[src/design/bsi_pkg.sv]
package bsi_pkg;

    localparam int FIELD_W = 48;
    localparam int CMD_W   = 3;

    typedef enum logic [CMD_W-1:0] {
        CMD_BOX_BOX       = 3'd0,
        CMD_POINT_BOX     = 3'd1,
        CMD_SPHERE_BOX    = 3'd2,
        CMD_SPHERE_SPHERE = 3'd3,
        CMD_POINT_SPHERE  = 3'd4
    } t_cmd;

    // Per-stage load enables, shared by the lanes and the merge stage
    typedef struct packed {
        logic en1;
        logic en2;
        logic en3;
    } t_pipe_ctl;

endpackage

[src/design/bsi_query_if.sv]
interface bsi_query_if import bsi_pkg::*; ();
    logic               valid;
    logic               ready;
    logic [CMD_W-1:0]   command;
    logic [FIELD_W-1:0] a_center;
    logic [FIELD_W-1:0] a_extent;
    logic [FIELD_W-1:0] b_center;
    logic [FIELD_W-1:0] b_extent;

    modport source (
        output valid, command, a_center, a_extent, b_center, b_extent,
        input  ready
    );
    modport sink (
        input  valid, command, a_center, a_extent, b_center, b_extent,
        output ready
    );
endinterface

[src/design/bsi_result_if.sv]
interface bsi_result_if ();
    logic valid;
    logic ready;
    logic hit;
    logic bad_command;

    modport source (
        output valid, hit, bad_command,
        input  ready
    );
    modport sink (
        input  valid, hit, bad_command,
        output ready
    );
endinterface

[src/design/box_sphere_intersection_unit.sv]
// Channel    Dir   Transfer when        Payload
// i_query    in    valid && ready       command, a_center, a_extent, b_center, b_extent
// o_result   out   valid && ready       hit, bad_command
//
// One query per cycle while the result channel is not stalled; each query passes
// three register stages before its result is offered.
// Three axis lanes bound, test, clamp and square in two stages; the merge stage sums
// the squares, compares with the squared radius or ANDs the box tests, and holds the result register.
// A stalled result holds its stage; earlier stages keep filling behind it.
// Synchronous active-low reset empties the pipeline.
module box_sphere_intersection_unit import bsi_pkg::*; #(
    parameter int COORD_BITS = 16
) (
    input  logic         i_clk,
    input  logic         i_rst_n,
    bsi_query_if.sink    i_query,
    bsi_result_if.source o_result
);

    localparam int WORD_W = (3 * COORD_BITS > FIELD_W) ? 3 * COORD_BITS : FIELD_W;
    localparam int SQ_W   = 2 * (COORD_BITS + 3);

    logic [WORD_W-1:0]            a_ctr_w, a_ext_w, b_ctr_w, b_ext_w;
    t_pipe_ctl                    ctl;
    logic                         accept;
    logic                         r_v1, r_v2, r_v3;
    logic [2:0]                   box_ok;
    logic [2:0][SQ_W-1:0]         sq;

    // Zero-extend so that a wide z lane reads zeros above the field
    assign a_ctr_w = WORD_W'(i_query.a_center);
    assign a_ext_w = WORD_W'(i_query.a_extent);
    assign b_ctr_w = WORD_W'(i_query.b_center);
    assign b_ext_w = WORD_W'(i_query.b_extent);

    // Advance a stage when it is empty or the next one advances
    always_comb begin
        ctl.en3 = !r_v3 || o_result.ready;
        ctl.en2 = !r_v2 || ctl.en3;
        ctl.en1 = !r_v1 || ctl.en2;
    end

    assign i_query.ready = ctl.en1;
    assign accept        = i_query.valid && ctl.en1;

    always_ff @(posedge i_clk) begin
        if (!i_rst_n) begin
            r_v1 <= 1'b0;
            r_v2 <= 1'b0;
            r_v3 <= 1'b0;
        end else begin
            if (ctl.en1) begin
                r_v1 <= accept;
            end
            if (ctl.en2) begin
                r_v2 <= r_v1;
            end
            if (ctl.en3) begin
                r_v3 <= r_v2;
            end
        end
    end

    for (genvar ax = 0; ax < 3; ax++) begin : g_lane
        bsi_lane #(
            .COORD_BITS (COORD_BITS)
        ) u_lane (
            .i_clk    (i_clk),
            .i_ctl    (ctl),
            .i_cmd    (i_query.command),
            .i_a_ctr  (a_ctr_w[ax*COORD_BITS +: COORD_BITS]),
            .i_a_ext  (a_ext_w[ax*COORD_BITS +: COORD_BITS]),
            .i_b_ctr  (b_ctr_w[ax*COORD_BITS +: COORD_BITS]),
            .i_b_ext  (b_ext_w[ax*COORD_BITS +: COORD_BITS]),
            .o_box_ok (box_ok[ax]),
            .o_sq     (sq[ax])
        );
    end

    bsi_merge #(
        .COORD_BITS (COORD_BITS)
    ) u_merge (
        .i_clk    (i_clk),
        .i_ctl    (ctl),
        .i_cmd    (i_query.command),
        .i_a_rad  (a_ext_w[COORD_BITS-1:0]),
        .i_b_rad  (b_ext_w[COORD_BITS-1:0]),
        .i_box_ok (box_ok),
        .i_sq     (sq),
        .o_hit    (o_result.hit),
        .o_bad    (o_result.bad_command)
    );

    assign o_result.valid = r_v3;

`ifndef NO_ASSERTIONS
    a_hit_bad_exclusive: assert property (@(posedge i_clk) disable iff (!i_rst_n)
        o_result.valid |-> !(o_result.hit && o_result.bad_command))
        else $error("hit and bad_command both set");

    a_free_slot_accepts: assert property (@(posedge i_clk) disable iff (!i_rst_n)
        !r_v3 |-> i_query.ready)
        else $error("input stalled while result stage is empty");

    a_full_blocks: assert property (@(posedge i_clk) disable iff (!i_rst_n)
        (r_v1 && r_v2 && r_v3 && !o_result.ready) |-> !i_query.ready)
        else $error("transfer taken into a full pipeline");
`endif

endmodule

[src/design/bsi_lane.sv]
module bsi_lane import bsi_pkg::*; #(
    parameter int COORD_BITS = 16
) (
    input  logic                       i_clk,
    input  t_pipe_ctl                  i_ctl,
    input  logic [CMD_W-1:0]           i_cmd,
    input  logic [COORD_BITS-1:0]      i_a_ctr,
    input  logic [COORD_BITS-1:0]      i_a_ext,
    input  logic [COORD_BITS-1:0]      i_b_ctr,
    input  logic [COORD_BITS-1:0]      i_b_ext,
    output logic                       o_box_ok,
    output logic [2*(COORD_BITS+3)-1:0] o_sq
);

    localparam int W = COORD_BITS + 3;

    logic signed [W-1:0]   a_s, b_s, a2, b2, a_sz, b_sz;
    logic signed [W-1:0]   alo, ahi, blo, bhi, q0, q, d_clamp, d_diff;
    logic                  overlap, pt_in_box;
    logic                  n_ok;
    logic signed [W-1:0]   n_d;
    logic                  r_ok1, r_ok2;
    logic signed [W-1:0]   r_d;
    logic signed [2*W-1:0] prod;
    logic [2*W-1:0]        r_sq;

    always_comb begin
        a_s  = W'($signed(i_a_ctr));
        b_s  = W'($signed(i_b_ctr));
        a2   = a_s <<< 1;
        b2   = b_s <<< 1;
        a_sz = $signed({3'b000, i_a_ext});
        b_sz = $signed({3'b000, i_b_ext});
        alo  = a2 - a_sz;
        ahi  = a2 + a_sz;
        blo  = b2 - b_sz;
        bhi  = b2 + b_sz;

        overlap   = (alo <= bhi) && (ahi >= blo);
        // faces count as inside
        pt_in_box = (a2 >= blo) && (a2 <= bhi);

        // clamp the doubled sphere centre onto box B
        q0      = (a2 < bhi) ? a2 : bhi;
        q       = (q0 > blo) ? q0 : blo;
        d_clamp = q - a2;
        d_diff  = a_s - b_s;

        n_ok = (i_cmd == CMD_BOX_BOX) ? overlap : pt_in_box;
        n_d  = (i_cmd == CMD_SPHERE_BOX) ? d_clamp : d_diff;
    end

    assign prod = r_d * r_d;

    always_ff @(posedge i_clk) begin
        if (i_ctl.en1) begin
            r_ok1 <= n_ok;
            r_d   <= n_d;
        end
        if (i_ctl.en2) begin
            r_ok2 <= r_ok1;
            r_sq  <= $unsigned(prod);
        end
    end

    assign o_box_ok = r_ok2;
    assign o_sq     = r_sq;

endmodule

[src/design/bsi_merge.sv]
module bsi_merge import bsi_pkg::*; #(
    parameter int COORD_BITS = 16
) (
    input  logic                              i_clk,
    input  t_pipe_ctl                         i_ctl,
    input  logic [CMD_W-1:0]                  i_cmd,
    input  logic [COORD_BITS-1:0]             i_a_rad,
    input  logic [COORD_BITS-1:0]             i_b_rad,
    input  logic [2:0]                        i_box_ok,
    input  logic [2:0][2*(COORD_BITS+3)-1:0]  i_sq,
    output logic                              o_hit,
    output logic                              o_bad
);

    localparam int SQ_W  = 2 * (COORD_BITS + 3);
    localparam int SUM_W = SQ_W + 2;
    localparam int RAD_W = COORD_BITS + 1;
    localparam int R2_W  = 2 * RAD_W;

    logic [RAD_W-1:0] n_rad;
    logic [RAD_W-1:0] r_rad;
    logic [CMD_W-1:0] r_cmd1, r_cmd2;
    logic [R2_W-1:0]  r_r2;
    logic [SUM_W-1:0] sum;
    logic             near;
    logic             n_hit, n_bad;
    logic             r_hit, r_bad;

    always_comb begin
        case (i_cmd)
            CMD_SPHERE_BOX:    n_rad = {i_a_rad, 1'b0};
            CMD_SPHERE_SPHERE: n_rad = RAD_W'(i_a_rad) + RAD_W'(i_b_rad);
            CMD_POINT_SPHERE:  n_rad = RAD_W'(i_b_rad);
            default:           n_rad = '0;
        endcase
    end

    always_comb begin
        sum  = SUM_W'(i_sq[0]) + SUM_W'(i_sq[1]) + SUM_W'(i_sq[2]);
        // strict: the surface is outside
        near = sum < SUM_W'(r_r2);
        n_bad = 1'b0;
        case (r_cmd2)
            CMD_BOX_BOX,
            CMD_POINT_BOX:     n_hit = &i_box_ok;
            CMD_SPHERE_BOX,
            CMD_SPHERE_SPHERE,
            CMD_POINT_SPHERE:  n_hit = near;
            default: begin
                n_hit = 1'b0;
                n_bad = 1'b1;
            end
        endcase
    end

    always_ff @(posedge i_clk) begin
        if (i_ctl.en1) begin
            r_cmd1 <= i_cmd;
            r_rad  <= n_rad;
        end
        if (i_ctl.en2) begin
            r_cmd2 <= r_cmd1;
            r_r2   <= r_rad * r_rad;
        end
        if (i_ctl.en3) begin
            r_hit <= n_hit;
            r_bad <= n_bad;
        end
    end

    assign o_hit = r_hit;
    assign o_bad = r_bad;

endmodule

[src/flat_wrapper.sv]
// flat-port wrapper written by rule: the top's interface ports become plain ports
module box_sphere_intersection_unit_flat import bsi_pkg::*;
#(
    parameter int COORD_BITS = 16
)
  (i_clk, i_rst_n, i_query_valid, i_query_command, i_query_a_center, i_query_a_extent, i_query_b_center, i_query_b_extent, i_query_ready, o_result_valid, o_result_hit, o_result_bad_command, o_result_ready);
  bsi_query_if i_query_i ();
  bsi_result_if o_result_i ();
  input  logic i_clk;
  input  logic i_rst_n;
  input wire logic [$bits(i_query_i.valid)-1:0] i_query_valid;
  input wire logic [$bits(i_query_i.command)-1:0] i_query_command;
  input wire logic [$bits(i_query_i.a_center)-1:0] i_query_a_center;
  input wire logic [$bits(i_query_i.a_extent)-1:0] i_query_a_extent;
  input wire logic [$bits(i_query_i.b_center)-1:0] i_query_b_center;
  input wire logic [$bits(i_query_i.b_extent)-1:0] i_query_b_extent;
  output wire logic [$bits(i_query_i.ready)-1:0] i_query_ready;
  output wire logic [$bits(o_result_i.valid)-1:0] o_result_valid;
  output wire logic [$bits(o_result_i.hit)-1:0] o_result_hit;
  output wire logic [$bits(o_result_i.bad_command)-1:0] o_result_bad_command;
  input wire logic [$bits(o_result_i.ready)-1:0] o_result_ready;
  assign i_query_i.valid = i_query_valid;
  assign i_query_i.command = i_query_command;
  assign i_query_i.a_center = i_query_a_center;
  assign i_query_i.a_extent = i_query_a_extent;
  assign i_query_i.b_center = i_query_b_center;
  assign i_query_i.b_extent = i_query_b_extent;
  assign i_query_ready = i_query_i.ready;
  assign o_result_valid = o_result_i.valid;
  assign o_result_hit = o_result_i.hit;
  assign o_result_bad_command = o_result_i.bad_command;
  assign o_result_i.ready = o_result_ready;
  box_sphere_intersection_unit #(.COORD_BITS(COORD_BITS)) u_core (.i_clk(i_clk), .i_rst_n(i_rst_n), .i_query(i_query_i), .o_result(o_result_i));
endmodule
[config.mk]
export PLATFORM = sky130hd
export DESIGN_NAME = box_sphere_intersection_unit_flat
export DESIGN_NICKNAME = d
export VERILOG_FILES = /design/src/design/bsi_pkg.sv /design/src/design/bsi_query_if.sv /design/src/design/bsi_result_if.sv /design/src/design/box_sphere_intersection_unit.sv /design/src/design/bsi_lane.sv /design/src/design/bsi_merge.sv /design/src/flat_wrapper.sv
export SDC_FILE = /design/constraint.sdc
export NUM_CORES = 2
export LEC_CHECK = 0
export ABC_CLOCK_PERIOD_IN_PS = 10100
export BUFFER_PORTS_ARGS = -buffer_cell sky130_fd_sc_hd__buf_2
export CORE_MARGIN = 5
export CORE_UTILIZATION = 44
export CTS_BUF_LIST = sky130_fd_sc_hd__clkbuf_16
export DETAILED_ROUTE_END_ITERATION = 10
export SLEW_MARGIN = 30
export SYNTH_ARGS = -nofsm -noshare
export SYNTH_HDL_FRONTEND = slang
export SYNTH_SLANG_ARGS = --single-unit
[constraint.sdc]
create_clock -name i_clk -period 10.1 [get_ports i_clk]
set_clock_uncertainty 0.15 [all_clocks]
set_input_delay 0.505 -clock i_clk [delete_from_list [all_inputs] [get_ports i_clk]]
set_output_delay 0.505 -clock i_clk [all_outputs]
set_load 0.05 [all_outputs]
==> impl_results.md <==
- Status: finished, final reports clean
- Routed wire length: 201 mm
- Area grow syn2layout: 6.51%
- Final nets: 11000
- Drt drc: 0
- Share of layout cells above drive strength 1: 5.28%
- Area contributors post-synth: fa_1 (33%), ha_1 (18%), edfxtp_1 (9.2%)
- Count of pins over their slew limit: 0
- Vias per cell: 5.28
- Clock slew at reported path FFs: 0.05 ns
- Period utilization: 92.6%
- Cell taking the most area after synthesis: fa_1
- Fraction of registers with async set/reset: 0%
- Adder-Cell Fraction of Synth Area: 51.1%
- Buffers inserted by post-CTS timing repair: 0
- Clk root buf: clkbuf_16
- Top Family by Delay on Critical Path: compound AO/OA/AOI/OAI gates
- IO Count: 203
- Final core utilization: 47.1%
- Initial antenna violation count: 10
- TritonCTS Sinks: 235
- Worst path max stage delay: 0.41 ns
- Area fraction of the dominant cell type after synthesis: 33.3%
- Max Root-Sink Buffers: 3
- Fill count: 16800
- Syn Area/Cell: 9.13 um^2
- Congestion Overflow GR: 0
- Final Setup Violations: 0
- Mux share of post-synthesis cell area: 1.18%
- Largest family of logic cells by synthesized area: adder cells
- Pin count of the biggest net entering global routing: 79
- Hpwl dp: 170 mm
- Synth cell types: 97
- Worst EP arrival: 9.49 ns
- CTS tree: built
- Buf+Inv Stages, Crit Path: 6
- Simple-gate portion of the synthesized area: 11.9%
- Rows: 152
- Multi-input logic area: 61000 um^2
- Setup TNS: 0 ns
- Relative slew margins: 29.4%
- Die H: 425 um
- Routed wire per std cell: 18.6 um
- Synth Area in Compound Gates: 11.0%
- Pre-antenna DRT Iters: 6
- Sequential area share after synthesis: 9.27%
- # Max-Cap Violations: 0
- ANT nets after route: 0
- Most used cell, CP: a21oi_1
- Actual slew at the worst max-slew pin: 1.06 ns
- Netlist area before placement: 75800 um^2
- Crit-path max FO: 12
- Vias in the first global route: 61300
- Fin. Hold Viols: 0
- CP Capture Type: flip-flop
- Global-route wire length before repair: 326 mm
- Skew-Pair Late Insertion Delay: 0.62 ns
- XOR/XNOR share of the synthesized area: 5.21%
- RSZ-0062 raised after global routing: no
- Dominant synthesized flop cell: edfxtp_1
- Initial Utilization: 44.2%
- Via count: 56800
- Synth Warn #: 0
- Num CTS Buffers: 35
- Synth Instances: 8305
- Reg area: 7030 um^2
- I/O Buffers: 202
- EDFF count, synth: 232
- Routability cong.: 0.922
- Die area: 181000 um^2
- DRT iter0 DRCs: 3289
- GR Util All Layers: 22.7%
- #FFs+latches synth: 235
- Core box area: 172000 um^2
- Slowest library cell on the worst path: fa_1
- CP Class: input port to flip-flop
- DIE WIDTH: 425 um
- H-Tree Depth: 2
- Critical Path RT: 10.23 ns
- Fmax: 0.107 GHz
- Final min period: 9.36 ns
- Startpoint Class: input port
- HP Class: input port to flip-flop
-- layout make-up --
cell class                      instances  share of cell area (%)
Antenna cell                            7                  0.0217
Tap cell                             2310                    3.58
Sequential cell                       235                    8.70
Multi-Input combinational cell       6003                    75.6
Timing Repair Buffer                  291                    2.10
Inverter                             1857                    8.63
Clock inverter                         27                   0.310
Clock buffer                           35                    1.08
-- cell families after synthesis --
logic type	Yosys count
fa+ha+maj	2344
buf+inv	2068
simple gates	1830
compound gates	1289
xor+xnor	450
flops	235
mux	87
other cells	2
-- synth_stat cells (28+ instances only) --
cell type	instances
o31ai_1	28
edfxtp_1	232
o21a_1	46
and3_1	40
nand2_1	557
ha_1	1078
fa_1	1260
a21o_1	169
and2_1	269
xor2_1	140
xnor2_1	309
nand4_1	48
mux2i_1	76
a21oi_1	427
nor3_1	110
a211oi_1	35
nand2b_1	85
clkbuf_1	191
o21bai_1	67
nor2b_1	101
nand3_1	97
nor2_1	377
inv_1	1852
o21ai_0	228
-- worst register-to-register path: stages, from the launching register on --
cell      delay, ns
edfxtp_1       0.86
inv_1          0.47
nor2_1         0.28
fa_1           0.47
fa_1           0.51
fa_1           0.52
inv_1          0.06
fa_1           0.50
inv_1          0.05
fa_1           0.55
fa_1           0.41
ha_1           0.29
ha_1           0.37
and4_1         0.28
nand2_1        0.07
o21ai_0        0.15
a221o_1        0.37
a21oi_1        0.33
o21a_1         0.30
o21ai_0        0.20
a211oi_1       0.34
o31ai_1        0.14
a21oi_1        0.19
xnor2_1        0.31
-- through the flow --
stage                     instances  hold WS (ns)  instance area (um^2)  worst slack (ns)
after global placement        10700         0.255                 79600             0.107
after CTS                     10800         0.162                 80700             0.688
final                         10800         0.213                 80800             0.744
after global routing          10800         0.216                 80800            0.0103
after detailed placement      10700         0.256                 79600             0.104
after floorplan                8306         0.250                 75800             0.859
-- routing by layer --
layer	share of wire [%]	track usage (%)	vias up
met3	4.9	2.79	313
met2	48	39.2	1246
met5	0.013	0	-
li1	-	-	26900
met4	4.1	7.90	4
met1	43	29.5	28400
-- placed cells by master (no fill, tap or decap), types with 25 or more instances in the layout --
cell          n
a211oi_1     35
a21o_1      169
a21oi_1     427
a31oi_1      26
and2_1      269
and3_1       40
buf_2       202
buf_4        83
clkbuf_16    35
edfxtp_1    232
fa_1       1260
ha_1       1078
inv_1      1855
mux2i_1      76
nand2_1     556
nand2b_1     84
nand3_1      96
nand4_1      48
nor2_1      376
nor2b_1     100
nor3_1      110
o21a_1       46
o21ai_0     228
o21bai_1     67
o31ai_1      27
or2_2        25
or3_1        27
xnor2_1     309
xor2_1      140
-- flip-flops by register name, indices dropped and copies added, names as in the netlist --
| name | flops |
|---|---|
| u_core.g_lane.u_lane.o_box_ok | 3 |
| u_core.g_lane.u_lane.o_sq | 111 |
| u_core.g_lane.u_lane.r_d | 57 |
| u_core.g_lane.u_lane.r_ok1 | 3 |
| u_core.o_result.valid | 1 |
| u_core.r_v1 | 1 |
| u_core.r_v2 | 1 |
| u_core.u_merge.o_bad | 1 |
| u_core.u_merge.o_hit | 1 |
| u_core.u_merge.r_cmd1 | 3 |
| u_core.u_merge.r_cmd2 | 3 |
| u_core.u_merge.r_r2 | 33 |
| u_core.u_merge.r_rad | 17 |
-- final timing paths --
path	from	endpoint	slack (ns)	depth (start not counted)
max reg2reg	u_core.g_lane[2].u_lane.r_d[10]	u_core.g_lane[2].u_lane.o_sq[36]	1.68	23
min reg2reg	u_core.g_lane[2].u_lane.r_ok1	u_core.g_lane[2].u_lane.o_box_ok	0.24	0
max	i_query_b_extent[2]	u_core.g_lane[0].u_lane.r_d[17]	0.74	43
min	i_query_b_extent[8]	u_core.u_merge.r_rad[8]	0.21	3
-- what timing repair did --
item                                    in CTS  in global routing
hold buffers                                 3                  0
endpoints found under the hold margin        3                  0
endpoints found under the setup margin       0                  1
resized for setup                            0                  1
Power is not shown: default switching activity piles up to over one toggle a cycle in this logic, so the estimate is an artifact.
